===== src/hw/rtl/assert_macros.svh =====
// Assertion macros shared by the RPN calculator RTL.
// Each macro expects the signals clk and rst_n in the scope where it is used.
`ifndef ASSERT_MACROS_SVH
`define ASSERT_MACROS_SVH

// Checked at every rising edge once reset has been released.
`define ASSERT_CLK(label, prop, msg) \
    label: assert property (@(posedge clk) disable iff (!rst_n) (prop)) else $error(msg);

// Checked at every rising edge, also while reset is held.
`define ASSERT_ALWAYS(label, prop, msg) \
    label: assert property (@(posedge clk) (prop)) else $error(msg);

`endif


===== src/hw/rtl/rpn_pkg.sv =====
// Shared types, codes and constants for the RPN stack calculator.
// Depends on nothing; used by rpn_div, rpn_dp, rpn_ctrl and the top level.
`default_nettype none

package rpn_pkg;

    localparam int STACK_DEPTH_DEFAULT = 16;
    localparam int DATA_W              = 32;
    localparam int FRAC_W              = 16;
    localparam int WIDE_W              = 2 * DATA_W;
    localparam int QUOT_W              = DATA_W + FRAC_W;
    localparam int DEPTH_OUT_W         = 5;
    localparam int ACTION_W            = 3;
    localparam int STATUS_W            = 3;

    // Action codes; the two remaining codes are invalid.
    localparam logic [ACTION_W-1:0] ACT_PUSH  = 3'd0;
    localparam logic [ACTION_W-1:0] ACT_ADD   = 3'd1;
    localparam logic [ACTION_W-1:0] ACT_SUB   = 3'd2;
    localparam logic [ACTION_W-1:0] ACT_MUL   = 3'd3;
    localparam logic [ACTION_W-1:0] ACT_DIV   = 3'd4;
    localparam logic [ACTION_W-1:0] ACT_DRAIN = 3'd5;

    localparam logic [STATUS_W-1:0] ST_OK          = 3'd0;
    localparam logic [STATUS_W-1:0] ST_UNDERFLOW   = 3'd1;
    localparam logic [STATUS_W-1:0] ST_OVERFLOW    = 3'd2;
    localparam logic [STATUS_W-1:0] ST_DIV_ZERO    = 3'd3;
    localparam logic [STATUS_W-1:0] ST_INVALID     = 3'd4;
    localparam logic [STATUS_W-1:0] ST_EMPTY_DRAIN = 3'd5;
    localparam logic [STATUS_W-1:0] ST_SATURATED   = 3'd6;

    typedef struct packed {
        logic [ACTION_W-1:0]      action;
        logic signed [DATA_W-1:0] operand_value;
    } in_item_t;

    typedef struct packed {
        logic signed [DATA_W-1:0] top_value;
        logic [STATUS_W-1:0]      status;
        logic [DEPTH_OUT_W-1:0]   depth_now;
        logic                     last_of_run;
    } out_item_t;

    typedef enum logic [3:0] {
        S_IDLE,
        S_DECODE,
        S_READ_TOP,
        S_RD_B,
        S_RD_A,
        S_EXEC,
        S_DIV_WAIT,
        S_SAT,
        S_DRAIN_RD,
        S_EMIT
    } state_t;

    typedef enum logic [2:0] {
        RES_ZERO,
        RES_OPERAND,
        RES_RDATA,
        RES_B,
        RES_SAT
    } res_sel_t;

    typedef struct packed {
        logic                load_item;
        logic                rd_second;
        logic                latch_b;
        logic                latch_a;
        logic                alu_go;
        logic                div_start;
        logic                div_load;
        logic                wr_push;
        logic                wr_result;
        logic                sp_dec;
        logic                res_load;
        res_sel_t            res_sel;
        logic [STATUS_W-1:0] res_status;
        logic                res_last;
        logic                out_load;
    } dp_cmd_t;

    typedef struct packed {
        logic [ACTION_W-1:0] action;
        logic                sp_zero;
        logic                sp_one;
        logic                sp_lt2;
        logic                sp_full;
        logic                b_zero;
        logic                div_done;
        logic                sat;
        logic                res_last;
        logic                out_free;
    } dp_stat_t;

endpackage

`default_nettype wire


===== src/hw/rtl/rpn_ram.sv =====
// Generic single-port-write, single-port-read RAM with a registered read.
// Standalone; used for the calculator's stack storage.
`default_nettype none

module rpn_ram #(
    parameter int WIDTH = 32,
    parameter int DEPTH = 16
) (
    input  wire logic                                  clk,
    input  wire logic                                  wr_en,
    input  wire logic [(DEPTH > 1 ? $clog2(DEPTH) : 1)-1:0] wr_addr,
    input  wire logic [WIDTH-1:0]                      wr_data,
    input  wire logic [(DEPTH > 1 ? $clog2(DEPTH) : 1)-1:0] rd_addr,
    output logic      [WIDTH-1:0]                      rd_data
);

    logic [WIDTH-1:0] mem [DEPTH];
    logic [WIDTH-1:0] rd_data_reg;

    always_ff @(posedge clk)
    begin
        if (wr_en)
        begin
            mem[wr_addr] <= wr_data;
        end
        rd_data_reg <= mem[rd_addr];
    end

    assign rd_data = rd_data_reg;

endmodule

`default_nettype wire


===== src/hw/rtl/rpn_div.sv =====
// Iterative signed Q16.16 divider: one quotient bit per cycle, truncating toward zero.
// Depends on rpn_pkg and assert_macros.svh.
`default_nettype none
`include "assert_macros.svh"

module rpn_div (
    input  wire logic                              clk,
    input  wire logic                              rst_n,
    input  wire logic                              start,
    input  wire logic signed [rpn_pkg::DATA_W-1:0] dividend,
    input  wire logic signed [rpn_pkg::DATA_W-1:0] divisor,
    output logic                                   done,
    output logic signed [rpn_pkg::QUOT_W:0]        quotient
);

    localparam int DW    = rpn_pkg::DATA_W;
    localparam int QW    = rpn_pkg::QUOT_W;
    localparam int CNT_W = $clog2(QW + 1);

    logic             busy_reg, busy_next;
    logic             done_reg, done_next;
    logic [CNT_W-1:0] cnt_reg, cnt_next;
    logic [DW-1:0]    rem_reg, rem_next;
    logic [QW-1:0]    num_reg, num_next;
    logic [DW-1:0]    den_reg, den_next;
    logic             neg_reg, neg_next;

    logic [DW-1:0]    mag_a;
    logic [DW-1:0]    mag_b;
    logic [DW:0]      trial;
    logic [DW:0]      diff;
    logic [QW:0]      q_ext;

    assign mag_a = dividend[DW-1] ? (DW'(0) - dividend) : dividend;
    assign mag_b = divisor[DW-1] ? (DW'(0) - divisor) : divisor;

    // The partial remainder stays below the divisor, so DW bits hold it.
    assign trial = {rem_reg, num_reg[QW-1]};
    assign diff  = trial - {1'b0, den_reg};

    always_comb
    begin
        busy_next = busy_reg;
        done_next = 1'b0;
        cnt_next  = cnt_reg;
        rem_next  = rem_reg;
        num_next  = num_reg;
        den_next  = den_reg;
        neg_next  = neg_reg;
        if (start)
        begin
            busy_next = 1'b1;
            cnt_next  = CNT_W'(QW);
            rem_next  = '0;
            num_next  = {mag_a, {rpn_pkg::FRAC_W{1'b0}}};
            den_next  = mag_b;
            neg_next  = dividend[DW-1] ^ divisor[DW-1];
        end
        else if (busy_reg)
        begin
            cnt_next = cnt_reg - CNT_W'(1);
            if (!diff[DW])
            begin
                rem_next = diff[DW-1:0];
                num_next = {num_reg[QW-2:0], 1'b1};
            end
            else
            begin
                rem_next = trial[DW-1:0];
                num_next = {num_reg[QW-2:0], 1'b0};
            end
            if (cnt_reg == CNT_W'(1))
            begin
                busy_next = 1'b0;
                done_next = 1'b1;
            end
        end
    end

    always_ff @(posedge clk or negedge rst_n)
    begin
        if (!rst_n)
        begin
            busy_reg <= 1'b0;
            done_reg <= 1'b0;
            cnt_reg  <= '0;
        end
        else
        begin
            busy_reg <= busy_next;
            done_reg <= done_next;
            cnt_reg  <= cnt_next;
        end
    end

    always_ff @(posedge clk)
    begin
        rem_reg <= rem_next;
        num_reg <= num_next;
        den_reg <= den_next;
        neg_reg <= neg_next;
    end

    assign q_ext    = {1'b0, num_reg};
    assign quotient = neg_reg ? $signed((QW + 1)'(0) - q_ext) : $signed(q_ext);
    assign done     = done_reg;

    `ASSERT_CLK(a_div_busy_count, busy_reg |-> cnt_reg != '0, "divider busy with zero count")

endmodule

`default_nettype wire


===== src/hw/rtl/rpn_dp.sv =====
// Datapath of the RPN calculator: stack pointer, stack RAM, operand and ALU
// registers, saturation, result staging and output register.
// Depends on rpn_pkg, rpn_ram, rpn_div and assert_macros.svh.
`default_nettype none
`include "assert_macros.svh"

module rpn_dp #(
    parameter int STACK_DEPTH = rpn_pkg::STACK_DEPTH_DEFAULT
) (
    input  wire logic               clk,
    input  wire logic               rst_n,
    input  wire rpn_pkg::in_item_t  item,
    input  wire rpn_pkg::dp_cmd_t   cmd,
    output rpn_pkg::dp_stat_t       stat,
    output logic                    result_valid,
    input  wire logic               result_stall,
    output rpn_pkg::out_item_t      result
);

    localparam int DW   = rpn_pkg::DATA_W;
    localparam int WW   = rpn_pkg::WIDE_W;
    localparam int DOW  = rpn_pkg::DEPTH_OUT_W;
    localparam int AW   = (STACK_DEPTH > 1) ? $clog2(STACK_DEPTH) : 1;
    localparam int SP_W = $clog2(STACK_DEPTH + 1);

    logic [rpn_pkg::ACTION_W-1:0] action_reg, action_next;
    logic signed [DW-1:0]         operand_reg, operand_next;
    logic [SP_W-1:0]              sp_reg, sp_next;
    logic signed [DW-1:0]         a_reg, a_next;
    logic signed [DW-1:0]         b_reg, b_next;
    logic signed [WW-1:0]         alu_reg, alu_next;
    logic signed [DW-1:0]         res_val_reg, res_val_next;
    logic [rpn_pkg::STATUS_W-1:0] res_st_reg, res_st_next;
    logic                         res_last_reg, res_last_next;
    logic                         out_valid_reg, out_valid_next;
    rpn_pkg::out_item_t           out_reg, out_next;

    logic [SP_W-1:0]              sp_m1;
    logic [SP_W-1:0]              sp_m2;
    logic [SP_W+DOW-1:0]          sp_ext;
    logic                         wr_en;
    logic [AW-1:0]                wr_addr;
    logic [DW-1:0]                wr_data;
    logic [AW-1:0]                rd_addr;
    logic [DW-1:0]                rd_data;
    logic                         div_done;
    logic signed [rpn_pkg::QUOT_W:0] div_q;
    logic signed [WW-1:0]         prod;
    logic signed [WW-1:0]         a_wide;
    logic signed [WW-1:0]         b_wide;
    logic signed [WW-1:0]         scaled;
    logic                         over;
    logic                         under;
    logic signed [DW-1:0]         sat_val;
    logic                         out_free;

    assign sp_m1  = sp_reg - SP_W'(1);
    assign sp_m2  = sp_reg - SP_W'(2);
    assign sp_ext = {{DOW{1'b0}}, sp_reg};

    // Stack storage: a push writes above the top, a binary operation writes
    // its result over the lower operand.
    assign wr_en   = cmd.wr_push || cmd.wr_result;
    assign wr_addr = cmd.wr_push ? sp_reg[AW-1:0] : sp_m2[AW-1:0];
    assign wr_data = cmd.wr_push ? operand_reg : sat_val;
    assign rd_addr = cmd.rd_second ? sp_m2[AW-1:0] : sp_m1[AW-1:0];

    rpn_ram #(
        .WIDTH (DW),
        .DEPTH (STACK_DEPTH)
    ) u_stack (
        .clk     (clk),
        .wr_en   (wr_en),
        .wr_addr (wr_addr),
        .wr_data (wr_data),
        .rd_addr (rd_addr),
        .rd_data (rd_data)
    );

    rpn_div u_div (
        .clk      (clk),
        .rst_n    (rst_n),
        .start    (cmd.div_start),
        .dividend (a_reg),
        .divisor  (b_reg),
        .done     (div_done),
        .quotient (div_q)
    );

    assign a_wide = WW'(a_reg);
    assign b_wide = WW'(b_reg);
    assign prod   = a_reg * b_reg;

    // A product carries 32 fraction bits; the shift drops 16 of them, rounding down.
    assign scaled = (action_reg == rpn_pkg::ACT_MUL) ? (alu_reg >>> rpn_pkg::FRAC_W) : alu_reg;
    assign over   = !scaled[WW-1] && (|scaled[WW-2:DW-1]);
    assign under  = scaled[WW-1] && !(&scaled[WW-2:DW-1]);

    always_comb
    begin
        if (over)
        begin
            sat_val = {1'b0, {(DW-1){1'b1}}};
        end
        else if (under)
        begin
            sat_val = {1'b1, {(DW-1){1'b0}}};
        end
        else
        begin
            sat_val = scaled[DW-1:0];
        end
    end

    assign out_free = !out_valid_reg || !result_stall;

    always_comb
    begin
        action_next   = action_reg;
        operand_next  = operand_reg;
        sp_next       = sp_reg;
        a_next        = a_reg;
        b_next        = b_reg;
        alu_next      = alu_reg;
        res_val_next  = res_val_reg;
        res_st_next   = res_st_reg;
        res_last_next = res_last_reg;
        out_next      = out_reg;
        out_valid_next = out_valid_reg && result_stall;

        if (cmd.load_item)
        begin
            action_next  = item.action;
            operand_next = item.operand_value;
        end
        if (cmd.wr_push)
        begin
            sp_next = sp_reg + SP_W'(1);
        end
        else if (cmd.wr_result || cmd.sp_dec)
        begin
            sp_next = sp_m1;
        end
        if (cmd.latch_b)
        begin
            b_next = rd_data;
        end
        if (cmd.latch_a)
        begin
            a_next = rd_data;
        end
        if (cmd.alu_go)
        begin
            case (action_reg)
                rpn_pkg::ACT_ADD: alu_next = a_wide + b_wide;
                rpn_pkg::ACT_SUB: alu_next = a_wide - b_wide;
                default:          alu_next = prod;
            endcase
        end
        else if (cmd.div_load)
        begin
            alu_next = WW'(div_q);
        end
        if (cmd.res_load)
        begin
            case (cmd.res_sel)
                rpn_pkg::RES_OPERAND: res_val_next = operand_reg;
                rpn_pkg::RES_RDATA:   res_val_next = rd_data;
                rpn_pkg::RES_B:       res_val_next = b_reg;
                rpn_pkg::RES_SAT:     res_val_next = sat_val;
                default:              res_val_next = '0;
            endcase
            res_st_next   = cmd.res_status;
            res_last_next = cmd.res_last;
        end
        if (cmd.out_load)
        begin
            out_valid_next        = 1'b1;
            out_next.top_value    = res_val_reg;
            out_next.status       = res_st_reg;
            out_next.depth_now    = sp_ext[DOW-1:0];
            out_next.last_of_run  = res_last_reg;
        end
    end

    always_ff @(posedge clk or negedge rst_n)
    begin
        if (!rst_n)
        begin
            sp_reg        <= '0;
            out_valid_reg <= 1'b0;
        end
        else
        begin
            sp_reg        <= sp_next;
            out_valid_reg <= out_valid_next;
        end
    end

    always_ff @(posedge clk)
    begin
        action_reg   <= action_next;
        operand_reg  <= operand_next;
        a_reg        <= a_next;
        b_reg        <= b_next;
        alu_reg      <= alu_next;
        res_val_reg  <= res_val_next;
        res_st_reg   <= res_st_next;
        res_last_reg <= res_last_next;
        out_reg      <= out_next;
    end

    always_comb
    begin
        stat.action   = action_reg;
        stat.sp_zero  = (sp_reg == '0);
        stat.sp_one   = (sp_reg == SP_W'(1));
        stat.sp_lt2   = (sp_reg < SP_W'(2));
        stat.sp_full  = (sp_reg >= SP_W'(STACK_DEPTH));
        stat.b_zero   = (b_reg == '0);
        stat.div_done = div_done;
        stat.sat      = over || under;
        stat.res_last = res_last_reg;
        stat.out_free = out_free;
    end

    assign result_valid = out_valid_reg;
    assign result       = out_reg;

    `ASSERT_CLK(a_dp_sp_bound, sp_reg <= SP_W'(STACK_DEPTH), "stack pointer beyond depth")
    `ASSERT_CLK(a_dp_push_room, cmd.wr_push |-> !stat.sp_full, "push written into a full stack")
    `ASSERT_CLK(a_dp_load_free, cmd.out_load |-> out_free, "output loaded over a held transaction")

endmodule

`default_nettype wire


===== src/hw/rtl/rpn_ctrl.sv =====
// Controller state machine of the RPN calculator; sequences the datapath per item.
// Depends on rpn_pkg and assert_macros.svh.
`default_nettype none
`include "assert_macros.svh"

module rpn_ctrl (
    input  wire logic              clk,
    input  wire logic              rst_n,
    input  wire logic              item_valid,
    output logic                   item_stall,
    input  wire rpn_pkg::dp_stat_t stat,
    output rpn_pkg::dp_cmd_t       cmd
);

    rpn_pkg::state_t              state_reg, state_next;
    logic [rpn_pkg::STATUS_W-1:0] code_reg, code_next;
    logic                         in_emit;

    always_ff @(posedge clk or negedge rst_n)
    begin
        if (!rst_n)
        begin
            state_reg <= rpn_pkg::S_IDLE;
            code_reg  <= rpn_pkg::ST_OK;
        end
        else
        begin
            state_reg <= state_next;
            code_reg  <= code_next;
        end
    end

    assign item_stall = (state_reg != rpn_pkg::S_IDLE);
    assign in_emit    = (state_reg == rpn_pkg::S_EMIT);

    always_comb
    begin
        logic [rpn_pkg::STATUS_W-1:0] report;
        logic                         do_report;

        state_next     = state_reg;
        code_next      = code_reg;
        cmd            = '0;
        cmd.res_sel    = rpn_pkg::RES_ZERO;
        cmd.res_status = rpn_pkg::ST_OK;
        report         = rpn_pkg::ST_OK;
        do_report      = 1'b0;

        case (state_reg)
            rpn_pkg::S_IDLE:
            begin
                if (item_valid)
                begin
                    cmd.load_item = 1'b1;
                    state_next    = rpn_pkg::S_DECODE;
                end
            end
            rpn_pkg::S_DECODE:
            begin
                case (stat.action)
                    rpn_pkg::ACT_PUSH:
                    begin
                        if (stat.sp_full)
                        begin
                            report    = rpn_pkg::ST_OVERFLOW;
                            do_report = 1'b1;
                        end
                        else
                        begin
                            cmd.wr_push  = 1'b1;
                            cmd.res_load = 1'b1;
                            cmd.res_sel  = rpn_pkg::RES_OPERAND;
                            cmd.res_last = 1'b1;
                            state_next   = rpn_pkg::S_EMIT;
                        end
                    end
                    rpn_pkg::ACT_ADD, rpn_pkg::ACT_SUB, rpn_pkg::ACT_MUL, rpn_pkg::ACT_DIV:
                    begin
                        if (stat.sp_lt2)
                        begin
                            report    = rpn_pkg::ST_UNDERFLOW;
                            do_report = 1'b1;
                        end
                        else
                        begin
                            state_next = rpn_pkg::S_RD_B;
                        end
                    end
                    rpn_pkg::ACT_DRAIN:
                    begin
                        if (stat.sp_zero)
                        begin
                            cmd.res_load   = 1'b1;
                            cmd.res_status = rpn_pkg::ST_EMPTY_DRAIN;
                            cmd.res_last   = 1'b1;
                            state_next     = rpn_pkg::S_EMIT;
                        end
                        else
                        begin
                            state_next = rpn_pkg::S_DRAIN_RD;
                        end
                    end
                    default:
                    begin
                        report    = rpn_pkg::ST_INVALID;
                        do_report = 1'b1;
                    end
                endcase
                // An error reports the current top: zero on an empty stack,
                // otherwise the entry read at the top address this cycle.
                if (do_report)
                begin
                    if (stat.sp_zero)
                    begin
                        cmd.res_load   = 1'b1;
                        cmd.res_status = report;
                        cmd.res_last   = 1'b1;
                        state_next     = rpn_pkg::S_EMIT;
                    end
                    else
                    begin
                        code_next  = report;
                        state_next = rpn_pkg::S_READ_TOP;
                    end
                end
            end
            rpn_pkg::S_READ_TOP:
            begin
                cmd.res_load   = 1'b1;
                cmd.res_sel    = rpn_pkg::RES_RDATA;
                cmd.res_status = code_reg;
                cmd.res_last   = 1'b1;
                state_next     = rpn_pkg::S_EMIT;
            end
            rpn_pkg::S_RD_B:
            begin
                cmd.latch_b   = 1'b1;
                cmd.rd_second = 1'b1;
                state_next    = rpn_pkg::S_RD_A;
            end
            rpn_pkg::S_RD_A:
            begin
                cmd.latch_a = 1'b1;
                state_next  = rpn_pkg::S_EXEC;
            end
            rpn_pkg::S_EXEC:
            begin
                if (stat.action == rpn_pkg::ACT_DIV)
                begin
                    if (stat.b_zero)
                    begin
                        cmd.res_load   = 1'b1;
                        cmd.res_sel    = rpn_pkg::RES_B;
                        cmd.res_status = rpn_pkg::ST_DIV_ZERO;
                        cmd.res_last   = 1'b1;
                        state_next     = rpn_pkg::S_EMIT;
                    end
                    else
                    begin
                        cmd.div_start = 1'b1;
                        state_next    = rpn_pkg::S_DIV_WAIT;
                    end
                end
                else
                begin
                    cmd.alu_go = 1'b1;
                    state_next = rpn_pkg::S_SAT;
                end
            end
            rpn_pkg::S_DIV_WAIT:
            begin
                if (stat.div_done)
                begin
                    cmd.div_load = 1'b1;
                    state_next   = rpn_pkg::S_SAT;
                end
            end
            rpn_pkg::S_SAT:
            begin
                cmd.wr_result  = 1'b1;
                cmd.res_load   = 1'b1;
                cmd.res_sel    = rpn_pkg::RES_SAT;
                cmd.res_status = stat.sat ? rpn_pkg::ST_SATURATED : rpn_pkg::ST_OK;
                cmd.res_last   = 1'b1;
                state_next     = rpn_pkg::S_EMIT;
            end
            rpn_pkg::S_DRAIN_RD:
            begin
                cmd.sp_dec   = 1'b1;
                cmd.res_load = 1'b1;
                cmd.res_sel  = rpn_pkg::RES_RDATA;
                cmd.res_last = stat.sp_one;
                state_next   = rpn_pkg::S_EMIT;
            end
            rpn_pkg::S_EMIT:
            begin
                if (stat.out_free)
                begin
                    cmd.out_load = 1'b1;
                    // Only a drain leaves results pending after this one.
                    state_next = stat.res_last ? rpn_pkg::S_IDLE : rpn_pkg::S_DRAIN_RD;
                end
            end
            default:
            begin
                state_next = rpn_pkg::S_IDLE;
            end
        endcase
    end

    `ASSERT_CLK(a_ctrl_emit_leaves, in_emit && stat.out_free |=> !in_emit, "emit state held")

endmodule

`default_nettype wire


===== src/hw/rtl/rpn_stack_calculator_top.sv =====
// Top level of the RPN stack calculator: controller plus datapath.
// Depends on rpn_pkg, rpn_ctrl and rpn_dp.
`default_nettype none

// Reverse Polish evaluator on a stack of signed Q16.16 values. Each input
// transaction pushes a value, combines the top two entries (add, subtract,
// multiply, divide) or drains the stack top to bottom; every transaction
// yields one result, except a drain of a non-empty stack, which yields one
// per entry with last_of_run set on the final one. Items are handled one at
// a time; a divide runs the divider's 48-step quotient loop. The stack
// lives in a RAM with a registered read port, so the two operands of an
// operation are read one after the other. A finished result waits in the
// output register while the next item is accepted; a stalled output holds
// up the calculator only when the next result is ready while the previous
// one is still held.
module rpn_stack_calculator_top #(
    parameter int STACK_DEPTH = rpn_pkg::STACK_DEPTH_DEFAULT
) (
    input  wire logic               clk,
    input  wire logic               rst_n,
    input  wire logic               item_valid,
    output logic                    item_stall,
    input  wire rpn_pkg::in_item_t  item,
    output logic                    result_valid,
    input  wire logic               result_stall,
    output rpn_pkg::out_item_t      result
);

    rpn_pkg::dp_cmd_t  cmd;
    rpn_pkg::dp_stat_t stat;

    rpn_ctrl u_ctrl (
        .clk        (clk),
        .rst_n      (rst_n),
        .item_valid (item_valid),
        .item_stall (item_stall),
        .stat       (stat),
        .cmd        (cmd)
    );

    rpn_dp #(
        .STACK_DEPTH (STACK_DEPTH)
    ) u_dp (
        .clk          (clk),
        .rst_n        (rst_n),
        .item         (item),
        .cmd          (cmd),
        .stat         (stat),
        .result_valid (result_valid),
        .result_stall (result_stall),
        .result       (result)
    );

endmodule

`default_nettype wire

===== config.mk =====
export PLATFORM = sky130hd
export DESIGN_NAME = rpn_stack_calculator_top
export DESIGN_NICKNAME = d
export VERILOG_FILES = /design/src/hw/rtl/rpn_pkg.sv /design/src/hw/rtl/rpn_ram.sv /design/src/hw/rtl/rpn_div.sv /design/src/hw/rtl/rpn_dp.sv /design/src/hw/rtl/rpn_ctrl.sv /design/src/hw/rtl/rpn_stack_calculator_top.sv
export VERILOG_INCLUDE_DIRS = /design/src /design/src/hw/rtl
export SDC_FILE = /design/constraint.sdc
export NUM_CORES = 2
export LEC_CHECK = 0
export BUFFER_PORTS_ARGS = -buffer_cell sky130_fd_sc_hd__buf_2
export CAP_MARGIN = 15
export CELL_PAD_IN_SITES_DETAIL_PLACEMENT = 0
export CELL_PAD_IN_SITES_GLOBAL_PLACEMENT = 1
export CORE_ASPECT_RATIO = 0.75
export CORE_MARGIN = 2
export CORE_UTILIZATION = 50
export CTS_CLUSTER_SIZE = 28
export DETAILED_ROUTE_END_ITERATION = 10
export GPL_TIMING_DRIVEN = 1
export PLACE_DENSITY_LB_ADDON = 0.1
export SLEW_MARGIN = 20
export SYNTH_ARGS = -nofsm -noshare
export SYNTH_HDL_FRONTEND = slang
export SYNTH_SLANG_ARGS = --single-unit

===== constraint.sdc =====
create_clock -name clk -period 23.3 [get_ports clk]
set_input_delay 1.165 -clock clk [delete_from_list [all_inputs] [get_ports clk]]
set_output_delay 1.165 -clock clk [all_outputs]
set_load 0.02 [all_outputs]

==> reports/qor.yml <==
post_synth.cell_area_avg_um2: 11.1
design.portCount: 82
min-delay-start: "u_dp.res_val_reg[29]"
totalNegativeSetupSlack_ns: 0
worstSetupStartpointType: "flip-flop"
cell_area_after_synthesis_um2: 78800
critical_path.reg2reg.startpoint: "u_dp.a_reg[31]"
final.setup_skew_ns: 0.0519
layout-drive-gt1-share_pct: 8.15
avgViaCountPerCell: 5.90
path_class: "reg2reg"
crit_start: "u_dp.a_reg[31]"
synth_edf_count: 817
detailedRoute.firstIterationViolations: 6048
hold_viol_final: 0
grt-ovfl-total: 0
cp_slowest_stage_delay_ns: 0.83
groute.usage.overall_pct: 30.9
drc_errors: 0
kind_of_capture_point_of_the_worst_setup_path: "flip-flop"
critical_path_rt_ns: 23.73
maxClockFrequency_ghz: 0.107
initial_utilization_pct: 50.2
relSlewSlack_pct: 22.8
worst_setup_hold_path_clk_slew_ns: 0.06
wirelength_um: 245000
worst-path-max-fanout: 18
min_period_ns: 9.35
grt_start_max_net_pins: 65
worstSkewPairLatency_ns: 0.73
clock_tree.root_cell: "sky130_fd_sc_hd__clkbuf_16"
postRouteAntennaNets: 0
first_pass_grt_wire_length_um: 368000
synth_flop_cell: "sky130_fd_sc_hd__edfxtp_1"
synth.ff_latch_count: 918
die_area_um2: 161000
cp_common_cell: "sky130_fd_sc_hd__fa_1"
worst_ep_arrival_time_ns: 9.78
cts_hold_repair.buffers: 0
cts_resized: 0
cp.buffers_inverters: 8
numClockSinks: 918
htree_num_levels: 3
ys_seq_area_share_pct: 33.8
core.rowCount: 126
via_count_of_the_first_global_routing_pass: 54566
antenna_violations_before_repair: 10
dpl_hpwl_um: 176000
cts_inserted_buffers: 93
critical-path-slowest-cell: "sky130_fd_sc_hd__fa_1"
largest_reg_flops: 512
routability_congestion_estimate_from_global_placement: 0.927
syn-num-nets: 8492
yosys.cell_types.count: 90
cp_top_family: "adder cells"
final.period_utilization_pct: 40.1
die_w_um: 462
synth-warning-count: 0
detailedRoute.firstPassIterationCount: 8
finalSetupViolations: 0
status: "completed"
route.detailed.wl_per_inst_um: 26.7
hold_class: "reg2reg"
layout-area-overhead-vs-synth_pct: 7.52
clockBufferDepth: 3
postSynthCellCount: 7076
fp.dieH_um: 348
grt_setup_unrepaired: "no"
ys_async_sr_fraction_pct: 2.29
via_count: 54085
clock_tree_from_tritoncts: "done"
drv.max_cap_violation_count: 0
place.port_buffers: 81
core_region_um2: 157000
finalNetCount: 8393
worst_slew_pin_slew_ns: 1.15
postCtsSetupBuffers: 0
final_max_slew_viol_count: 0
==> per-stage QoR <==
stage / util, % / cells / hold WS (ns) / instance area, um^2 / setup WS [ns]
finish: 54.0 / 9171 / 0.418 / 84800 / 13.95
global placement: 51.9 / 8994 / 0.403 / 81500 / 14.10
CTS: 54.0 / 9167 / 0.420 / 84700 / 14.07
global route: 54.0 / 9167 / 0.425 / 84700 / 13.44
detailed placement: 51.9 / 8994 / 0.405 / 81500 / 14.12
floorplan: - / 7076 / 0.400 / 78800 / 14.81
==> worst paths after layout <==
check	endpoint	slack (ns)	cells past startpoint
min reg2reg	u_dp.result[38]	0.42	0
min	u_dp.result[38]	0.42	0
max in group asynchronous	u_dp.u_div.busy_reg	22.31	1
min in group asynchronous	u_dp.sp_reg[0]	0.49	1
max	u_dp.alu_reg[63]	13.95	27
max reg2reg	u_dp.alu_reg[63]	13.95	27
==> cells by family after synthesis <==
group                      count (synthesis)  synth area share, %
xor gates and xnor gates                 213                 2.37
DFF                                      918                 33.8
muxes                                    222                 4.85
buffers and inverters                   1514                 7.25
AOI/OAI and AO/OA                       1012                 8.26
and+or+nand+nor                         1820                 11.3
adders and majority gates               1377                 32.2
==> area by class of cell <==
| class | count | area (um^2) |
|---|---|---|
| multi-input combinational | 4644 | 46700 |
| sequential | 918 | 26700 |
| inverter | 1108 | 4160 |
| clock inverter | 55 | 683 |
| antenna | 4 | 10.0 |
| fill | 13794 | 72300 |
| tap | 2112 | 2640 |
| timing repair buffer | 212 | 1390 |
| clock buffer | 118 | 2490 |
==> synthesized netlist by cell type, types with 35 or more instances <==
cell | instances | area share, %
sky130_fd_sc_hd__nor2_1 | 360 | 1.7
sky130_fd_sc_hd__nand2_1 | 638 | 3.0
sky130_fd_sc_hd__mux4_2 | 128 | 3.7
sky130_fd_sc_hd__inv_1 | 1102 | 5.2
sky130_fd_sc_hd__edfxtp_1 | 817 | 31
sky130_fd_sc_hd__mux2i_1 | 93 | 1.2
sky130_fd_sc_hd__fa_1 | 1085 | 28
sky130_fd_sc_hd__clkbuf_1 | 372 | 1.8
sky130_fd_sc_hd__o31ai_1 | 42 | 0.40
sky130_fd_sc_hd__xnor2_1 | 121 | 1.3
sky130_fd_sc_hd__ha_1 | 292 | 4.6
sky130_fd_sc_hd__o21ai_0 | 229 | 1.5
sky130_fd_sc_hd__a21oi_1 | 259 | 1.6
sky130_fd_sc_hd__a31oi_1 | 47 | 0.37
sky130_fd_sc_hd__nand2b_1 | 35 | 0.28
sky130_fd_sc_hd__a211oi_1 | 68 | 0.65
sky130_fd_sc_hd__dfxtp_1 | 80 | 2.0
sky130_fd_sc_hd__a21o_1 | 79 | 0.75
sky130_fd_sc_hd__nor3_1 | 41 | 0.26
sky130_fd_sc_hd__nor2b_1 | 54 | 0.43
sky130_fd_sc_hd__xor2_1 | 92 | 1.0
sky130_fd_sc_hd__nand3_1 | 67 | 0.43
sky130_fd_sc_hd__and2_1 | 462 | 3.7
==> cell usage in the layout (no fill, tap or decap), drive strengths merged, types with 92 or more instances in the layout <==
cell type / n
inv: 1111
fa: 1085
edfxtp: 817
nand2: 638
and2: 462
nor2: 361
ha: 292
a21oi: 260
o21ai: 259
buf: 212
mux4: 128
xnor2: 121
clkbuf: 118
mux2i: 93
xor2: 92
==> routing by layer <==
layer  track usage [%]  routed length (um)  vias to the layer above
met5                 0                  27                        -
met4              7.67                6120                        4
met3              5.44               21800                      283
met2              44.8              105000                     2365
met1              48.1              112000                    28278
li1                  -                   -                    23155
Power is left out: the tool's default activity adds up to more than one toggle a clock period on the data nets, which glitch-free logic cannot reach.
